===== src/sv/cbc_pkg.sv =====
// ----------------------------------------------------------------------------
// cbc_pkg: shared types and constants for the colour blob centroid core
// Field widths, register indexes, reset values and controller types.
// ----------------------------------------------------------------------------
`default_nettype none

package cbc_pkg;

  localparam int CHAN_W  = 8;   // one colour component
  localparam int CFG_W   = 11;  // widest configuration register
  localparam int RATIO_W = 4;
  localparam int CENT_W  = 10;  // centroid output field
  localparam int CFG_IDX_W = 2;

  localparam int MAX_WIDTH_DEF  = 1024;
  localparam int MAX_HEIGHT_DEF = 1024;

  localparam logic [CFG_W-1:0]   FRAME_WIDTH_RST  = 11'd320;
  localparam logic [CFG_W-1:0]   FRAME_HEIGHT_RST = 11'd240;
  localparam logic [RATIO_W-1:0] RATIO_RST        = 4'd5;

  typedef enum logic [CFG_IDX_W-1:0] {
    CFG_FRAME_WIDTH     = 2'd0,
    CFG_FRAME_HEIGHT    = 2'd1,
    CFG_DOMINANCE_RATIO = 2'd2
  } cfg_idx_t;

  typedef enum logic [1:0] {
    ST_IDLE,
    ST_DIV,
    ST_DONE
  } ctrl_state_t;

  // commands from the controller to the divider datapath
  typedef struct packed {
    logic load;      // capture frame totals, clear partial remainders
    logic step;      // one quotient bit per lane
    logic load_out;  // move the quotients into the output register
  } div_cmd_t;

endpackage

`default_nettype wire


===== src/sv/cbc_accum.sv =====
// ----------------------------------------------------------------------------
// cbc_accum: pixel datapath
// Holds the configuration, tracks raster position, tests each pixel and
// keeps the running coordinate sums and match count of the current frame.
// ----------------------------------------------------------------------------
`default_nettype none

module cbc_accum #(
  parameter int MAX_WIDTH  = cbc_pkg::MAX_WIDTH_DEF,
  parameter int MAX_HEIGHT = cbc_pkg::MAX_HEIGHT_DEF,
  parameter int CNT_W      = 21,
  parameter int SUM_W      = 31
) (
  input  wire logic                          clk,
  input  wire logic                          rst_n,
  input  wire logic                          cfg_wr_en,
  input  wire logic [cbc_pkg::CFG_IDX_W-1:0] cfg_index,
  input  wire logic [cbc_pkg::CFG_W-1:0]     cfg_wdata,
  input  wire logic                          pix_en,
  input  wire logic [cbc_pkg::CHAN_W-1:0]    red,
  input  wire logic [cbc_pkg::CHAN_W-1:0]    green,
  input  wire logic [cbc_pkg::CHAN_W-1:0]    blue,
  output logic                               frame_end,
  output logic [SUM_W-1:0]                   tot_sum_x,
  output logic [SUM_W-1:0]                   tot_sum_y,
  output logic [CNT_W-1:0]                   tot_count
);

  localparam int COL_W  = $clog2(MAX_WIDTH);
  localparam int ROW_W  = $clog2(MAX_HEIGHT);
  localparam int WLIM_W = $clog2(MAX_WIDTH + 1);
  localparam int HLIM_W = $clog2(MAX_HEIGHT + 1);
  localparam int WD_W   = (cbc_pkg::CFG_W > WLIM_W) ? cbc_pkg::CFG_W : WLIM_W;
  localparam int HD_W   = (cbc_pkg::CFG_W > HLIM_W) ? cbc_pkg::CFG_W : HLIM_W;
  localparam int PROD_W = cbc_pkg::CHAN_W + cbc_pkg::RATIO_W;

  localparam logic [WD_W-1:0] W_MAX = WD_W'(MAX_WIDTH);
  localparam logic [HD_W-1:0] H_MAX = HD_W'(MAX_HEIGHT);

  logic [cbc_pkg::CFG_W-1:0]   frame_width_r, frame_width_nxt;
  logic [cbc_pkg::CFG_W-1:0]   frame_height_r, frame_height_nxt;
  logic [cbc_pkg::RATIO_W-1:0] ratio_r, ratio_nxt;

  logic [COL_W-1:0] col_r, col_nxt;
  logic [ROW_W-1:0] row_r, row_nxt;
  logic [SUM_W-1:0] sum_x_r, sum_x_nxt;
  logic [SUM_W-1:0] sum_y_r, sum_y_nxt;
  logic [CNT_W-1:0] count_r, count_nxt;

  logic [WD_W-1:0]   w_ext, w_eff, col_inc;
  logic [HD_W-1:0]   h_ext, h_eff, row_inc;
  logic [PROD_W-1:0] prod_r, prod_g, blue_ext;
  logic              match, last_col, last_row;

  always_comb begin
    frame_width_nxt  = frame_width_r;
    frame_height_nxt = frame_height_r;
    ratio_nxt        = ratio_r;
    if (cfg_wr_en) begin
      unique case (cbc_pkg::cfg_idx_t'(cfg_index))
        cbc_pkg::CFG_FRAME_WIDTH:     frame_width_nxt  = cfg_wdata;
        cbc_pkg::CFG_FRAME_HEIGHT:    frame_height_nxt = cfg_wdata;
        cbc_pkg::CFG_DOMINANCE_RATIO: ratio_nxt = cfg_wdata[cbc_pkg::RATIO_W-1:0];
        default: ;
      endcase
    end
  end

  // zero acts as one, oversize clamps to the maximum
  always_comb begin
    w_ext = WD_W'(frame_width_r);
    h_ext = HD_W'(frame_height_r);
    if (w_ext == '0)       w_eff = WD_W'(1);
    else if (w_ext > W_MAX) w_eff = W_MAX;
    else                   w_eff = w_ext;
    if (h_ext == '0)       h_eff = HD_W'(1);
    else if (h_ext > H_MAX) h_eff = H_MAX;
    else                   h_eff = h_ext;
    col_inc  = WD_W'(col_r) + WD_W'(1);
    row_inc  = HD_W'(row_r) + HD_W'(1);
    last_col = (col_inc >= w_eff);
    last_row = (row_inc >= h_eff);
  end

  assign frame_end = last_col && last_row;

  always_comb begin
    prod_r   = PROD_W'(ratio_r) * PROD_W'(red);
    prod_g   = PROD_W'(ratio_r) * PROD_W'(green);
    blue_ext = PROD_W'(blue);
    match    = (blue_ext > prod_r) && (blue_ext > prod_g);
  end

  // totals including the current pixel, handed to the divider at frame end
  always_comb begin
    tot_sum_x = sum_x_r;
    tot_sum_y = sum_y_r;
    tot_count = count_r;
    if (match) begin
      tot_sum_x = sum_x_r + SUM_W'(col_r);
      tot_sum_y = sum_y_r + SUM_W'(row_r);
      tot_count = count_r + CNT_W'(1);
    end
  end

  always_comb begin
    col_nxt   = col_r;
    row_nxt   = row_r;
    sum_x_nxt = sum_x_r;
    sum_y_nxt = sum_y_r;
    count_nxt = count_r;
    if (pix_en) begin
      col_nxt = last_col ? '0 : col_r + COL_W'(1);
      if (last_col) begin
        row_nxt = last_row ? '0 : row_r + ROW_W'(1);
      end
      if (frame_end) begin
        sum_x_nxt = '0;
        sum_y_nxt = '0;
        count_nxt = '0;
      end else begin
        sum_x_nxt = tot_sum_x;
        sum_y_nxt = tot_sum_y;
        count_nxt = tot_count;
      end
    end
  end

  always_ff @(posedge clk) begin
    if (!rst_n) begin
      frame_width_r  <= cbc_pkg::FRAME_WIDTH_RST;
      frame_height_r <= cbc_pkg::FRAME_HEIGHT_RST;
      ratio_r        <= cbc_pkg::RATIO_RST;
      col_r          <= '0;
      row_r          <= '0;
      sum_x_r        <= '0;
      sum_y_r        <= '0;
      count_r        <= '0;
    end else begin
      frame_width_r  <= frame_width_nxt;
      frame_height_r <= frame_height_nxt;
      ratio_r        <= ratio_nxt;
      col_r          <= col_nxt;
      row_r          <= row_nxt;
      sum_x_r        <= sum_x_nxt;
      sum_y_r        <= sum_y_nxt;
      count_r        <= count_nxt;
    end
  end

endmodule

`default_nettype wire


===== src/sv/cbc_div.sv =====
// ----------------------------------------------------------------------------
// cbc_div: divider datapath and output register
// Two restoring division lanes share one divisor, one quotient bit per
// step; only the low quotient bits that reach the output are kept.
// ----------------------------------------------------------------------------
`default_nettype none

module cbc_div #(
  parameter int CNT_W = 21,
  parameter int SUM_W = 31
) (
  input  wire logic                        clk,
  input  wire cbc_pkg::div_cmd_t           cmd,
  input  wire logic [SUM_W-1:0]            tot_sum_x,
  input  wire logic [SUM_W-1:0]            tot_sum_y,
  input  wire logic [CNT_W-1:0]            tot_count,
  output logic                             out_found,
  output logic [cbc_pkg::CENT_W-1:0]       out_cx,
  output logic [cbc_pkg::CENT_W-1:0]       out_cy
);

  localparam int QW = cbc_pkg::CENT_W;

  logic [SUM_W-1:0] dvd_x_r, dvd_y_r;
  logic [CNT_W-1:0] rem_x_r, rem_y_r, divisor_r;
  logic [QW-1:0]    quo_x_r, quo_y_r;
  logic             found_r;

  logic [CNT_W-1:0] rem_x_nxt, rem_y_nxt;
  logic             qbit_x, qbit_y;

  // one restoring step: shift in the next dividend bit, subtract if it fits
  function automatic logic [CNT_W:0] div_step(input logic [CNT_W-1:0] rem,
                                              input logic             dbit,
                                              input logic [CNT_W-1:0] dsor);
    logic [CNT_W:0] shifted;
    logic [CNT_W:0] dsor_ext;
    logic [CNT_W:0] res;
    shifted  = {rem, dbit};
    dsor_ext = {1'b0, dsor};
    if (shifted >= dsor_ext) begin
      res = {1'b1, CNT_W'(shifted - dsor_ext)};
    end else begin
      res = {1'b0, shifted[CNT_W-1:0]};
    end
    return res;
  endfunction

  always_comb begin
    {qbit_x, rem_x_nxt} = div_step(rem_x_r, dvd_x_r[SUM_W-1], divisor_r);
    {qbit_y, rem_y_nxt} = div_step(rem_y_r, dvd_y_r[SUM_W-1], divisor_r);
  end

  always_ff @(posedge clk) begin
    if (cmd.load) begin
      dvd_x_r   <= tot_sum_x;
      dvd_y_r   <= tot_sum_y;
      divisor_r <= tot_count;
      rem_x_r   <= '0;
      rem_y_r   <= '0;
      quo_x_r   <= '0;
      quo_y_r   <= '0;
      found_r   <= (tot_count != '0);
    end else if (cmd.step) begin
      dvd_x_r <= {dvd_x_r[SUM_W-2:0], 1'b0};
      dvd_y_r <= {dvd_y_r[SUM_W-2:0], 1'b0};
      rem_x_r <= rem_x_nxt;
      rem_y_r <= rem_y_nxt;
      quo_x_r <= {quo_x_r[QW-2:0], qbit_x};
      quo_y_r <= {quo_y_r[QW-2:0], qbit_y};
    end
  end

  // a frame with no match reports zeros
  always_ff @(posedge clk) begin
    if (cmd.load_out) begin
      out_found <= found_r;
      out_cx    <= found_r ? quo_x_r : '0;
      out_cy    <= found_r ? quo_y_r : '0;
    end
  end

endmodule

`default_nettype wire


===== src/sv/cbc_ctrl.sv =====
// ----------------------------------------------------------------------------
// cbc_ctrl: controller
// Sequences the frame-end division, paces the pixel input and owns the
// output word's valid flag.
// ----------------------------------------------------------------------------
`default_nettype none

module cbc_ctrl #(
  parameter int SUM_W = 31
) (
  input  wire logic               clk,
  input  wire logic               rst_n,
  input  wire logic               in_tvalid,
  output logic                    in_tready,
  output logic                    out_tvalid,
  input  wire logic               out_tready,
  input  wire logic               frame_end,
  output logic                    pix_en,
  output cbc_pkg::div_cmd_t       cmd
);

  localparam int STEP_W = $clog2(SUM_W);
  localparam logic [STEP_W-1:0] STEP_LAST = STEP_W'(SUM_W - 1);

  cbc_pkg::ctrl_state_t state_r, state_nxt;
  logic [STEP_W-1:0]    step_r, step_nxt;
  logic                 out_valid_r, out_valid_nxt;
  logic                 slot_free;

  assign out_tvalid = out_valid_r;
  assign slot_free  = !out_valid_r || out_tready;

  // the frame's last pixel waits while a previous frame is dividing or awaiting output
  assign in_tready = (state_r == cbc_pkg::ST_IDLE) || !frame_end;
  assign pix_en    = in_tvalid && in_tready;

  always_comb begin
    state_nxt    = state_r;
    step_nxt     = step_r;
    cmd          = '0;
    out_valid_nxt = out_valid_r && !out_tready;
    unique case (state_r)
      cbc_pkg::ST_IDLE: begin
        if (pix_en && frame_end) begin
          cmd.load  = 1'b1;
          step_nxt  = '0;
          state_nxt = cbc_pkg::ST_DIV;
        end
      end
      cbc_pkg::ST_DIV: begin
        cmd.step = 1'b1;
        step_nxt = step_r + STEP_W'(1);
        if (step_r == STEP_LAST) begin
          state_nxt = cbc_pkg::ST_DONE;
        end
      end
      cbc_pkg::ST_DONE: begin
        if (slot_free) begin
          cmd.load_out  = 1'b1;
          out_valid_nxt = 1'b1;
          state_nxt     = cbc_pkg::ST_IDLE;
        end
      end
      default: state_nxt = cbc_pkg::ST_IDLE;
    endcase
  end

  always_ff @(posedge clk) begin
    if (!rst_n) begin
      state_r     <= cbc_pkg::ST_IDLE;
      step_r      <= '0;
      out_valid_r <= 1'b0;
    end else begin
      state_r     <= state_nxt;
      step_r      <= step_nxt;
      out_valid_r <= out_valid_nxt;
    end
  end

endmodule

`default_nettype wire


===== src/sv/color_blob_centroid_core.sv =====
// ----------------------------------------------------------------------------
// color_blob_centroid_core: centroid of blue-dominant pixels per frame
// Accumulates matching pixel coordinates and divides at each frame end.
// ----------------------------------------------------------------------------
// Usage
//   in_*   : one RGB pixel per word in raster order, tdata = red, green, blue.
//   out_*  : one word per frame, tuser = found, tdata = centroid x, y.
//   cfg_*  : frame width, frame height and dominance ratio, written while idle.
// Throughput: one pixel per clock, but the frame's last pixel is held off
//   while the previous frame's division is still running or its result
//   is still waiting for the output register to drain.
// Division: once the frame's last pixel is taken, the two-lane restoring
//   divider works through the SUM_W-bit sums (SUM_W = 31 at the default
//   sizes) at one quotient bit per cycle, then loads the output register.
// Reset: synchronous, active low; position, sums and count clear and the
//   registers return to 320 x 240, ratio 5.
// Stall: a waiting result word holds; pixels keep flowing into the next
//   frame, and a finished division waits until the output register drains.
// ----------------------------------------------------------------------------
`default_nettype none

module color_blob_centroid_core #(
  parameter int MAX_WIDTH  = cbc_pkg::MAX_WIDTH_DEF,
  parameter int MAX_HEIGHT = cbc_pkg::MAX_HEIGHT_DEF
) (
  input  wire logic                          clk,
  input  wire logic                          rst_n,
  // red [7:0], green [15:8], blue [23:16]
  input  wire logic [23:0]                   in_tdata,
  input  wire logic                          in_tvalid,
  output logic                               in_tready,
  // centroid_x [9:0], centroid_y [19:10], zero fill [23:20]
  output logic [23:0]                        out_tdata,
  // found [0]
  output logic                               out_tuser,
  output logic                               out_tvalid,
  input  wire logic                          out_tready,
  input  wire logic                          cfg_wr_en,
  input  wire logic [cbc_pkg::CFG_IDX_W-1:0] cfg_index,
  input  wire logic [cbc_pkg::CFG_W-1:0]     cfg_wdata
);

  localparam int CNT_W = $clog2(MAX_WIDTH * MAX_HEIGHT + 1);
  localparam int COL_W = $clog2(MAX_WIDTH);
  localparam int ROW_W = $clog2(MAX_HEIGHT);
  localparam int POS_W = (COL_W > ROW_W) ? COL_W : ROW_W;
  localparam int SUM_W = POS_W + CNT_W;

  localparam int CW = cbc_pkg::CHAN_W;
  localparam int QW = cbc_pkg::CENT_W;

  logic                 frame_end, pix_en;
  cbc_pkg::div_cmd_t    cmd;
  logic [SUM_W-1:0]     tot_sum_x, tot_sum_y;
  logic [CNT_W-1:0]     tot_count;
  logic [QW-1:0]        out_cx, out_cy;
  logic                 out_found;

  cbc_accum #(
    .MAX_WIDTH (MAX_WIDTH),
    .MAX_HEIGHT(MAX_HEIGHT),
    .CNT_W     (CNT_W),
    .SUM_W     (SUM_W)
  ) u_accum (
    .clk       (clk),
    .rst_n     (rst_n),
    .cfg_wr_en (cfg_wr_en),
    .cfg_index (cfg_index),
    .cfg_wdata (cfg_wdata),
    .pix_en    (pix_en),
    .red       (in_tdata[CW-1:0]),
    .green     (in_tdata[2*CW-1:CW]),
    .blue      (in_tdata[3*CW-1:2*CW]),
    .frame_end (frame_end),
    .tot_sum_x (tot_sum_x),
    .tot_sum_y (tot_sum_y),
    .tot_count (tot_count)
  );

  cbc_ctrl #(
    .SUM_W(SUM_W)
  ) u_ctrl (
    .clk       (clk),
    .rst_n     (rst_n),
    .in_tvalid (in_tvalid),
    .in_tready (in_tready),
    .out_tvalid(out_tvalid),
    .out_tready(out_tready),
    .frame_end (frame_end),
    .pix_en    (pix_en),
    .cmd       (cmd)
  );

  cbc_div #(
    .CNT_W(CNT_W),
    .SUM_W(SUM_W)
  ) u_div (
    .clk       (clk),
    .cmd       (cmd),
    .tot_sum_x (tot_sum_x),
    .tot_sum_y (tot_sum_y),
    .tot_count (tot_count),
    .out_found (out_found),
    .out_cx    (out_cx),
    .out_cy    (out_cy)
  );

  assign out_tdata = {4'b0000, out_cy, out_cx};
  assign out_tuser = out_found;

endmodule

`default_nettype wire


===== config.mk =====
export PLATFORM = sky130hd
export DESIGN_NAME = color_blob_centroid_core
export DESIGN_NICKNAME = d
export VERILOG_FILES = /design/src/sv/cbc_pkg.sv /design/src/sv/cbc_accum.sv /design/src/sv/cbc_div.sv /design/src/sv/cbc_ctrl.sv /design/src/sv/color_blob_centroid_core.sv
export SDC_FILE = /design/constraint.sdc
export NUM_CORES = 1
export LEC_CHECK = 0
export ABC_AREA = 1
export BUFFER_PORTS_ARGS = -buffer_cell sky130_fd_sc_hd__buf_2
export CAP_MARGIN = 40
export CORE_UTILIZATION = 25
export CTS_BUF_LIST = sky130_fd_sc_hd__clkbuf_8
export DETAILED_ROUTE_END_ITERATION = 8
export PLACE_DENSITY = 0.41
export SLEW_MARGIN = 5
export SYNTH_ARGS = -nofsm -noshare
export SYNTH_HDL_FRONTEND = slang
export SYNTH_SLANG_ARGS = --single-unit

===== constraint.sdc =====
create_clock -name clk -period 12 [get_ports clk]
set_input_delay 2.4 -clock clk [delete_from_list [all_inputs] [get_ports clk]]
set_output_delay 2.4 -clock clk [all_outputs]
set_load 0.005 [all_outputs]

==> run summary, run 1 <==
Status: finished clean
Hpwl dp: 38740 um
Commonest register cell after synthesis: dfxtp_1
Post-synth EDFFs: 105
Pwr Density: 127.4 mW/mm^2
Final Skew: 60.19 ps
Seq cells post-synth: 304
Count leader, synth: nand2_1
Gate power share: 23.5%
Sequential share of power: 40.0%
Gr ovfl total: 0
Largest net degree at the start of global routing: 67
First-pass GRT wire length: 89340 um
Reported net switching power: 0.9616 mW
Slowest CP cell: buf_4
Routed wire length: 54360 um
Slew Limit Headroom: 40.82%
Hold Buf Count CTS: 0
DR pass1 iterations: 7
Rows: 103
# fillers: 8702
Synth Instances: 2798
Die W: 284.9 um
CP arrival: 7590 ps
Ys async rst share: 0%
Sw Ratio: 33.30%
Clk_lat worst skew: 690 ps
Fmax: 0.1401 GHz
Synth cell count leaders: 875 x nand2_1, 372 x inv_1, 223 x a21oi_1
Postcts setup bufs: 0
Unrepaired setup endpoints after global routing: no
Critical Path Fanout Max: 64
TritonCTS Buffers: 60
Post-synthesis mux area share: 0%
Worst Max-Slew Pin Slew: 887.8 ps
Placer Congestion: 0.8207
Crit path launch type: primary input
Synth-to-Final Area Change: 13.32%
Leading post-synthesis cells by cell area: dfxtp_1 20%, nand2_1 16%, edfxtp_1 16%
I/O Buffers: 64
H-tree levels: 2
Internal power: 1.926 mW
CP Data Required Time: 12450 ps
Synth Area per Inst: 7.150 sq um
Total track usage: 13.33%
Clock sinks: 304
Post-layout min period: 7139 ps
Leading area contributor after synthesis: dfxtp_1
Library cells used by synthesis: 45
Max-cap violations: 0
Worst-path clk slew: 60 ps
Final antenna-violating net count: 0
Vias in the first global route: 17466
Crit-path most repeated cell: nand2_1
CTS tree: built
Critical path class: in2reg
YS warnings: 0
Crit-path max cell delay: 660 ps
Mean routed wirelength per cell: 13.75 um
Slew Viols, Final: 0
Starting DRT DRC Count: 942
Leak: 10.61 nW
Final Hold Fails: 0
# IOs: 69
Die area: 0.08116 sq mm
Sequential share of the synthesized area: 35.67%
WHS Path Cells: 2
Final setup TNS: 0 ps
Post-synth top area share: 19.91%
Worst r2r path cells: 28
Starting density of the core: 25.28%
Post-Synth Simple-Gate Area: 27.42%
Layout cell share with drive strength beyond 1: 6.892%
Nets: 3057
Initial antenna violation count: 2
Clock share of power: 36.5%
Post-layout util: 28.65%
Synth Area in Compound Gates: 12.27%
Adder-Cell Fraction of Synth Area: 11.37%
Critical path endpoint category: register
Via count: 17805
Period utilization: 59.49%
Clock Root Buffer: clkbuf_8
Die Y: 284.9 um
Worst-case clock buffer depth: 3
Peak supply drop: 0.07829 mV
Hold crit path type: reg2reg
Largest family of logic cells by synthesized area: simple AND/OR/NAND/NOR gates
XOR/XNOR Fraction of Synth Area: 4.115%
Final setup viols: 0
Avg Vias per Cell: 4.504
Mapped Area: 0.02001 sq mm
Post-CTS sizing: 0
Core Footprint: 0.07913 sq mm
Residual DRC count: 0
[flip-flops by register name, indices dropped and copies added, names as in the netlist]
name	count
u_div.quo_x_r	10
u_div.quo_y_r	10
u_accum.sum_x_r	31
u_accum.sum_y_r	31
u_div.divisor_r	21
u_ctrl.step_r	5
u_div.rem_x_r	21
u_accum.ratio_r	4
u_accum.row_r	10
u_div.dvd_y_r	31
u_accum.frame_height_r	11
u_div.rem_y_r	21
u_div.out_cy	10
u_accum.count_r	21
u_accum.frame_width_r	11
u_ctrl.state_r	2
u_accum.col_r	10
u_div.out_found	1
u_div.found_r	1
u_div.dvd_x_r	31
u_ctrl.out_tvalid	1
u_div.out_cx	10
[placed cells by master, fill, tap and decap left out, types with 12 or more instances in the layout]
cell	netlist	layout
inv_1	372	393
ha_1	137	137
nor4_1	14	14
nor2_1	152	149
buf_4	4	14
a21o_1	22	22
buf_2	11	65
fa_1	28	28
nand3_1	174	174
nand4_1	36	36
o211ai_1	12	12
xnor2_1	33	33
o21ai_0	119	119
xor2_1	61	61
edfxtp_1	105	105
dfxtp_1	199	199
nor3_1	42	42
a22oi_1	18	18
nand2_1	875	873
clkbuf_8	0	65
a21oi_1	223	223
[cell type report]
class / instances / area (sq um) / share of cell area, %
multi-input cells: 2024 / 11090 / 48.90
flip-flops and latches: 304 / 7137 / 31.48
inverters: 376 / 1413 / 6.231
well taps: 1050 / 1314 / 5.795
clock buffers: 65 / 894.6 / 3.946
repair buffers: 84 / 528.0 / 2.329
clock inverters: 49 / 295.3 / 1.303
diodes: 1 / 2.502 / 0.01104
[cells by family (layout without fill, tap and decap cells)]
family / Yosys count / count (layout)
compound gates: 441 / 441
xor+xnor: 94 / 94
fa+ha+maj: 165 / 165
buf+inv: 473 / 574
flops: 304 / 304
other cells: 1 / 5
simple gates: 1320 / 1320
[per-stage QoR]
| step | area, sq um | worst slack [ps] | std cells | total power, mW | hold slack, ps |
|---|---|---|---|---|---|
| 4_1_cts | 22670 | 4905 | 3952 | 2.943 | 467.1 |
| 3_3_place_gp | 21370 | 4256 | 3832 | 1.852 | 452.5 |
| 3_5_place_dp | 21480 | 4144 | 3838 | 1.857 | 450.7 |
| 5_1_grt | 22670 | 4395 | 3953 | 3.094 | 482.5 |
| 6_report | 22670 | 4861 | 3953 | 2.888 | 464.6 |
| 2_1_floorplan | 20020 | 5508 | 2801 | 1.690 | 433.5 |
[worst paths after layout]
check                                        start               end  slack [ps]
worst max register to register  u_accum.ratio_r[3]     u_div.found_r        5880
worst max-delay path                   in_tdata[3]     u_div.found_r        4860
worst min register to register    u_div.rem_x_r[7]  u_div.rem_x_r[7]         460
worst min-delay path              u_div.rem_x_r[7]  u_div.rem_x_r[7]         460
[routing by layer]
metal | track usage, % | up-vias | wire, um
li1 | - | 9214 | -
met1 | 17.98 | 8222 | 27250
met2 | 21.92 | 282 | 23920
met3 | 2.080 | 85 | 2044
met4 | 3.763 | 2 | 1131
met5 | 0 | - | 10
[worst max-delay path: cells and delay by family]
kind	cells	cell delay, ps
adders and majority gates	4	1700
and+or+nand+nor	15	1430
buffers and inverters	6	1330
AOI/OAI and AO/OA	3	550
xor gates and xnor gates	1	100
[power by group through the flow]
stage	clock network, mW	logic (mW)	registers (mW)
floorplan	0	0.531	1.16
global placement	0	0.677	1.18
detailed placement	0	0.682	1.18
CTS	1.10	0.686	1.15
global route	1.15	0.783	1.16
finish	1.05	0.679	1.15
Power figures use the tool's default switching activity.
==> run 2, diff against run 1 <==
clock period = 7.3 ns   (was 12 ns; I/O delays follow)
==> run 2 against run 1 <==
  * Sequential power rose by 65%
  * Clock power is 72% higher
  * Die area stayed put
  * Clock skew shrank 19 ps
  * Via count about the same
  * Clock-buffer cell count shrank 1
  * Combinational power grew 65%
  * Non-clock buffer count increased by 3
  * Critical endpoint is now u_div.dvd_x_r[12]
  * Largest cell class unchanged
==> run summary, run 2 (synthesis results as in run 1) <==
Critical Path Fanout Max: 36 (-44%)
Commonest non-fill, non-tap cell in the layout: nand2_1
Routed wire length: 54890 um (+0.98%)
DR pass1 iterations: 5 (-2)
Die area: 0.08116 sq mm (unchanged)
Worst-path clk slew: 60 ps (about the same)
Pwr Density: 212.1 mW/mm^2 (+67%)
Leak: 10.60 nW (-0.13%)
Post-layout min period: 5906 ps
Initial antenna violation count: 2 (unchanged)
Final setup TNS: 0 ps (unchanged)
Commonest non-fill, non-tap cells in the layout: 873 x nand2_1, 383 x inv_1, 223 x a21oi_1
Nets: 3057 (unchanged)
Starting density of the core: 25.28% (unchanged)
H-tree levels: 2 (unchanged)
Critical path endpoint category: register
TritonCTS Buffers: 57 (-5.0%)
Postcts setup bufs: 0 (unchanged)
Via count: 17792 (-0.073%)
Die W: 284.9 um (unchanged)
Hpwl dp: 39620 um (+2.3%)
Worst Max-Slew Pin Slew: 865.9 ps (-21.92 ps)
WHS: 463.6 ps (-1.003 ps)
WP buf/inv: 5 (-1)
CP Data Required Time: 7690 ps (-4760 ps)
Fmax: 0.1693 GHz
# IOs: 69 (unchanged)
Final antenna-violating net count: 0 (unchanged)
WHS Path Cells: 2 (unchanged)
Unrepaired setup endpoints after global routing: no
Slowest CP cell: fa_1
Max-cap violations: 0 (unchanged)
Final Hold Fails: 0 (unchanged)
Period utilization: 80.91%
Peak supply drop: 0.1206 mV (+54%)
CP delay by family, top: simple AND/OR/NAND/NOR gates
I/O Buffers: 64 (unchanged)
Worst-case clock buffer depth: 3 (unchanged)
Final setup viols: 0 (unchanged)
Synth-to-Final Area Change: 13.72%
Gr ovfl total: 0 (unchanged)
Crit path launch type: primary input
Placer Congestion: 0.8155 (-0.63%)
Total track usage: 13.52% (+0.19 points)
Crit-path most repeated cell: nand2_1
Worst r2r path cells: 26 (-7.1%)
CP arrival: 6300 ps (-1290 ps)
Critical path class: in2reg
Slew Viols, Final: 0 (unchanged)
WP depth: 27 (-6.9%)
Final Skew: 41.67 ps (-18.52 ps)
Clock Root Buffer: clkbuf_8
Die Y: 284.9 um (unchanged)
Status: finished clean
Post-CTS sizing: 0 (unchanged)
Hold Buf Count CTS: 0 (unchanged)
Crit-path max cell delay: 530 ps (-130 ps)
Mean routed wirelength per cell: 13.91 um (+1.1%)
Hold crit path type: reg2reg
Core Footprint: 0.07913 sq mm (unchanged)
Rows: 103 (unchanged)
Vias in the first global route: 17606 (+0.80%)
Residual DRC count: 0 (unchanged)
Layout cell share with drive strength beyond 1: 7.079% (+0.19 points)
Largest net degree at the start of global routing: 84 (+25%)
Slew Limit Headroom: 41.83% (+1.0 points)
First-pass GRT wire length: 90660 um (+1.5%)
# fillers: 8785 (+0.95%)
Clock sinks: 304 (unchanged)
Starting DRT DRC Count: 851 (-9.7%)
Avg Vias per Cell: 4.508 (about the same)
CTS tree: built
Clk_lat worst skew: 670 ps (-20 ps)
run 2: cell types whose count changed in the layout (fill, tap and decap cells not counted), sizes merged:
cell and delta:
clkinvlp +3, clkinv -2, clkbuf -1, buf +3, inv -12, bufinv +3
run 2: final timing paths:
path                                          from           endpoint  slack [ps]
worst max-delay path                   in_tdata[1]  u_div.dvd_x_r[12]        1390
worst min-delay path              u_div.quo_y_r[9]   u_div.quo_y_r[9]         460
worst max register to register  u_accum.ratio_r[3]  u_div.dvd_x_r[12]        1470
worst min register to register    u_div.quo_y_r[9]   u_div.quo_y_r[9]         460
run 2: through the flow:
step	worst slack, ps	utilization [%]	instance area [sq um]	power, mW	instances
global placement	769.1	27.06	21410	3.044	3835
detailed placement	723.0	27.21	21530	3.052	3841
floorplan	1748	-	20020	2.779	2801
CTS	1299	28.75	22750	4.920	3946
global route	932.5	28.75	22750	5.165	3947
finish	1394	28.75	22750	4.826	3947
run 2: power breakdown:
| group | total, mW | leakage [nW] | internal (mW) | switching (mW) |
|---|---|---|---|---|
| clock | 1.81 | 0.663 | 1.02 | 0.793 |
| sequential | 1.90 | 2.56 | 1.83 | 0.0704 |
| combinational | 1.12 | 7.37 | 0.410 | 0.710 |
run 2: tightest hold or removal path, delay by kind of cell, from the launching register on:
family	cells	cell delay (ps)
flip-flops	1	320
AO/OA/AOI/OAI	1	70
buffers and inverters	1	50
run 2: cell type report:
class                      instances  area (sq um)  share of cell area [%]
timing repair buffer              87         578.1                   2.541
clock inverter                    41         340.3                   1.496
clock buffer                      64         880.8                   3.872
antenna                            1         2.502                 0.01100
inverter                         376          1413                   6.209
sequential                       304          7137                   31.37
multi-input combinational       2024         11090                   48.73
tap                             1050          1314                   5.775
run 2: layer usage:
| layer | vias up | routed length [um] | GRT usage [%] |
|---|---|---|---|
| met5 | - | 9 | 0 |
| li1 | 9217 | - | - |
| met4 | 2 | 1175 | 3.952 |
| met1 | 8188 | 27500 | 18.61 |
| met2 | 293 | 24140 | 21.80 |
| met3 | 92 | 2071 | 2.000 |
